## src/design/spm_pkg.sv

```systemverilog
// ----------------------------------------------------------------------------
// spm_pkg
// shared types and codes for the sample playback mixer
// ----------------------------------------------------------------------------
package spm_pkg;

    // request codes carried on req_type
    localparam logic [2:0] REQ_LOAD  = 3'd0;
    localparam logic [2:0] REQ_LEN   = 3'd1;
    localparam logic [2:0] REQ_SPEED = 3'd2;
    localparam logic [2:0] REQ_TRIG  = 3'd3;
    localparam logic [2:0] REQ_TICK  = 3'd4;

    typedef enum logic [3:0] {
        ST_IDLE,
        ST_LOAD,
        ST_CRD,
        ST_CWR,
        ST_T_RD,
        ST_T_S1,
        ST_T_S2,
        ST_T_MUL,
        ST_T_GAIN,
        ST_T_ACC,
        ST_T_OUT
    } spm_state_t;

    // strobes from the sequencer into the voice datapath
    typedef struct packed {
        logic acc_clr;
        logic s1_en;
        logic mul_en;
        logic gain_en;
        logic acc_en;
    } spm_vctl_t;

endpackage

```

## src/design/spm_voice.sv

```systemverilog
// ----------------------------------------------------------------------------
// spm_voice
// interpolation, gain scaling and mix accumulation for one channel at a time
// ----------------------------------------------------------------------------
module spm_voice
    import spm_pkg::*;
(
    input  logic         clk,
    input  logic         rst_n,
    input  spm_vctl_t    vctl,
    input  logic [15:0]  word,
    input  logic [31:0]  frac,
    input  logic [11:0]  gain,
    output logic [15:0]  acc
);

    logic signed [15:0] s1_reg;
    logic signed [49:0] prod_reg;
    logic signed [49:0] prod_next;
    logic signed [28:0] scaled_reg;
    logic signed [28:0] scaled_next;
    logic        [15:0] acc_reg;
    logic        [15:0] acc_next;
    logic signed [16:0] diff;
    logic signed [17:0] interp;

    always_comb
    begin
        diff = $signed({word[15], word}) - $signed({s1_reg[15], s1_reg});
        prod_next = diff * $signed({1'b0, frac});
        // floor of product / 2^32 is its top bits
        interp = $signed({{2{s1_reg[15]}}, s1_reg}) + $signed(prod_reg[49:32]);
        scaled_next = $signed(interp[15:0]) * $signed({1'b0, gain});
        acc_next = acc_reg + scaled_reg[27:12];
    end

    always_ff @(posedge clk)
    begin
        if (vctl.s1_en)
        begin
            s1_reg <= $signed(word);
        end
        if (vctl.mul_en)
        begin
            prod_reg <= prod_next;
        end
        if (vctl.gain_en)
        begin
            scaled_reg <= scaled_next;
        end
    end

    always_ff @(posedge clk or negedge rst_n)
    begin
        if (!rst_n)
        begin
            acc_reg <= '0;
        end
        else if (vctl.acc_clr)
        begin
            acc_reg <= '0;
        end
        else if (vctl.acc_en)
        begin
            acc_reg <= acc_next;
        end
    end

    assign acc = acc_reg;

endmodule

```

## config.mk

```make
export PLATFORM = sky130hd
export DESIGN_NAME = spm_voice
export DESIGN_NICKNAME = d
export VERILOG_FILES = /design/src/design/spm_pkg.sv /design/src/design/spm_voice.sv
export SDC_FILE = /design/constraint.sdc
export NUM_CORES = 2
export LEC_CHECK = 0
export BUFFER_PORTS_ARGS = -buffer_cell sky130_fd_sc_hd__clkbuf_2
export CORE_MARGIN = 2
export CORE_UTILIZATION = 40
export DETAILED_ROUTE_END_ITERATION = 10
export PLACE_DENSITY = 0.59
export SLEW_MARGIN = 10
export SYNTH_ARGS = -nofsm -noshare
export SYNTH_HDL_FRONTEND = slang
export SYNTH_SLANG_ARGS = --single-unit
export TNS_END_PERCENT = 20
```

## constraint.sdc

```tcl
create_clock -name clk -period 15.21 [get_ports clk]
set_clock_uncertainty 0.05 [all_clocks]
set_input_delay 0.7605 -clock clk [delete_from_list [all_inputs] [get_ports clk]]
set_output_delay 0.7605 -clock clk [all_outputs]
set_load 0.02 [all_outputs]
```

After elaboration in Yosys (flattened, before gate mapping)
Cells that the tools add are included.

Flip-flop bits (word level): 108. Word-level logic and storage cells: 12.

Add/subtract/negate cells: 3. Multipliers: 2. Mux-type cells: 2. Reductions and logical operators: 1.

Operator list (number): $mul A17 B33 Y48 (1); $add A16 B16 Y16 (2); $mux W16 (2); $mul A16 B13 Y28 (1); $sub A16 B16 Y17 (1); $reduce_bool A2 Y1 (1).

Logic depth before layout (Yosys ltp)
Depth in word-level cells: 3. Mapped depth: 35.

Least setup slack after synthesis
No wires, ideal clock.

Path kind: input-to-reg. From: input word[0]. To: register prod_reg[47], data pin. Library setup time: 0.258 ns. Arrival: 7.971 ns. Slack: 6.931 ns. Stages on the path: 34. Buffers on the path: 1. Cell sequence: inv_1 -> ha_1 -> fa_1 -> nand2b_1 -> a21boi_0 -> o21ai_0 -> a21oi_1 -> nand4_1 -> a31oi_2 -> a21o_1 -> a21oi_1 -> xnor2_1 -> buf_2 -> nand2_1 -> fa_1 -> fa_1 -> inv_1 -> fa_1 -> fa_1 -> fa_1 -> inv_1 -> fa_1 -> inv_1 -> ha_1 -> nand4_1 -> nor4_1 -> and3_1 -> a211oi_2 -> a21oi_1 -> a21oi_2 -> o21ai_1 -> o21ai_0 -> a211o_1 -> xnor2_1.

Cells in the longest elaborated chain, start to end: 2.

Ends and longest elaborated chain: start, declared (RTL line spm_voice.sv:11) `input logic [15:0] word,`; $sub A16 B16 Y17 (RTL line spm_voice.sv:29) `diff = $signed({word[15], word}) - $signed({s1_reg[15], s1_reg});`; $mul A17 B33 Y48 (RTL line spm_voice.sv:30) `prod_next = diff * $signed({1'b0, frac});`; via prod_next[47] (RTL line spm_voice.sv:19) `logic signed [49:0] prod_next;`; end signal, assigned (RTL line spm_voice.sv:45) `prod_reg <= prod_next;`; end, declared (RTL line spm_voice.sv:18) `logic signed [49:0] prod_reg;`.

The timed path passes the listed nets, and every way through them passes these cells. A chain may end at the register's enable or synchronous reset.

Worst setup path in the final report
Ends and elaborated chain as after synthesis.

==> flow_summary.toml <==
[critical_path]
slowest_delay_ps = 500
reg2reg_depth = 32
start_kind = "input pin"
cpMostUsedCell = "fa_1"
arrival_ps = 9150
critPathSlowestCell = "fa_1"
cp_max_fo = 33
end_kind = "register"
cp.required_ps = 15260
worst-setup-path-type = "input pin to register"
rrSetupSlack_ps = 6220

[clocking]
postCtsHoldBufs = 0
cts_max_path_buffers = 2
clock_latency_ps = 350
clk_pin_slew_worst_paths_ps = 60
cts_resized = 0
cts_htree_levels = 3
cts_buffers = 9
cts_setup_buffers = 0
cts_tree = "built"
clkSinkCount = 64
cts_root_buffer = "clkbuf_16"

[drt]
vias_per_cell = 4.94
vias = 19100
drt_wl_total_mm = 65.2
postRouteAntennaNets = 0
firstDrtPassIters = 5
drt-initial-drc-count = 932
wl_per_cell_microns = 16.9
drc = 0

[logic_synthesis]
yosys_warnings = 0
synthesis.instances = 2991
synth_edf_count = 48
syn-cell-area_sq_um = 27300
synthFlopType = "edfxtp_1"
netlist_top_cells_area = "fa_1 (46%), ha_1 (11%), inv_1 (10%)"
ys_ff_latch = 64
yosys.area.top_type = "fa_1"
synthDominantCellAreaShare_pct = 45.9
avgSynthCellArea_sq_um = 9.12
synthArstFlopShare_pct = 25.0
syn-num-nets = 3932
yosys.cell_types.count = 61
yosysSeqAreaShare_pct = 6.75

[die]
core_area_sq_um = 67300
dieArea_sq_um = 70300
io_pins = 83
rows = 95
fp.dieW_microns = 265
start_util_pct = 40.5
die_h_microns = 265

[layout]
nets = 3933
multi_input_area_sq_um = 22200
layout-drive-gt1-share_pct = 5.44
antennaDiodeCount = 0
area_delta_synth_final_pct = 6.06
stdcell_count = 3870
fillCellCount = 6712
final_common_cell = "inv_1"
final_util_pct = 43.0
final_cell_mix = "inv_1 (750), fa_1 (625), nand2_1 (408), ha_1 (249), and2_1 (210)"
regArea_sq_um = 1840

[global_route]
grt.busiest_layer = "met2"
met2_usage_pct = 35.0
grtUsageTotal_pct = 19.5
antenna_found_initial = 3
overflow = 0
grt_pass1_vias = 20500
met1_usage_pct = 26.0
grt_pass1_wl_mm = 109
grt_max_degree = 34
use_met3_pct = 1.57

[min_path]
hold_class = "input pin to async pin"

[placement]
dp.cells = 3854
place_ws_ps = 5720
dp_hpwl_mm = 52.4
port_buffers = 82
globalplace.congestion = 0.823

[timing]
setup-violations-final = 0
worst_slack_ps = 6120
clock.fmax_ghz = 0.110
hold_viol = 0
fin_crit_ps = 9090
rsz0062_at_grt = "false"
worst_pin_slew_ps = 1130
fin_setup_tns_ps = 0
maxSlewViolCount = 0
period_share_pct = 59.8
max-slew-margin-rel_pct = 24.1

[outcome]
status = "complete, no violations"

[flow_run]
cap_violations = 0
kinds of logic after synthesis:
family                   count (synthesis)  synth area share (%)
AO/OA/AOI/OAI                          191                  4.64
XOR/XNOR                                77                  2.47
adder cells (fa/ha/maj)                874                  57.3
buffers and inverters                  870                  12.0
flip-flops                              64                  6.75
multiplexers                            13                 0.477
AND/OR/NAND/NOR                        902                  16.3
cell type report:
class                   count  share of cell area, %
well taps                 873                   3.78
repair buffers            110                   2.15
multi-input cells        2057                   76.9
inverters                 750                   9.73
clock inverters             6                  0.294
clock buffers              10                  0.792
flip-flops and latches     64                   6.37
cell usage after synthesis, types with 20 or more instances:
master    count
a21o_1       22
a21oi_1      57
and2_1      210
clkbuf_1    108
edfxtp_1     48
fa_1        625
ha_1        249
inv_1       750
nand2_1     408
nor2_1       83
nor2b_1      73
nor3_1       24
nor3b_1      24
o21ai_0      20
xnor2_1      56
xor2_1       21
path summary, 6_finish.rpt:
check / from / to
worst max-delay path: word[0] / prod_reg[47]
worst min-delay path: rst_n / acc[2]
worst max register to register: s1_reg[0] / prod_reg[47]
worst min register to register: acc[15] / acc[15]
max in group asynchronous: rst_n / acc[14]
min in group clk: acc[15] / acc[15]
layer usage:
metal	vias up	wire length, microns	part of all wire (%)
li1	8823	-	-
met1	9872	29100	45
met2	366	33000	51
met3	69	2330	3.6
met4	4	796	1.2
met5	-	29	0.044
per-stage QoR:
stage,area (sq um),hold slack [ps]
floorplan,27300,415
global placement,28600,472
detailed placement,28600,485
CTS,28900,284
global route,28900,309
finish,28900,285
critical path: cells and delay by family:
| kind | cells | cell delay (ps) |
|---|---|---|
| compound gates | 12 | 2520 |
| xor+xnor | 1 | 120 |
| fa+ha+maj | 9 | 3760 |
| buf+inv | 6 | 680 |
| simple gates | 6 | 1290 |
Power is not shown: default switching activity piles up to over one toggle a cycle in this logic, so the estimate is an artifact.
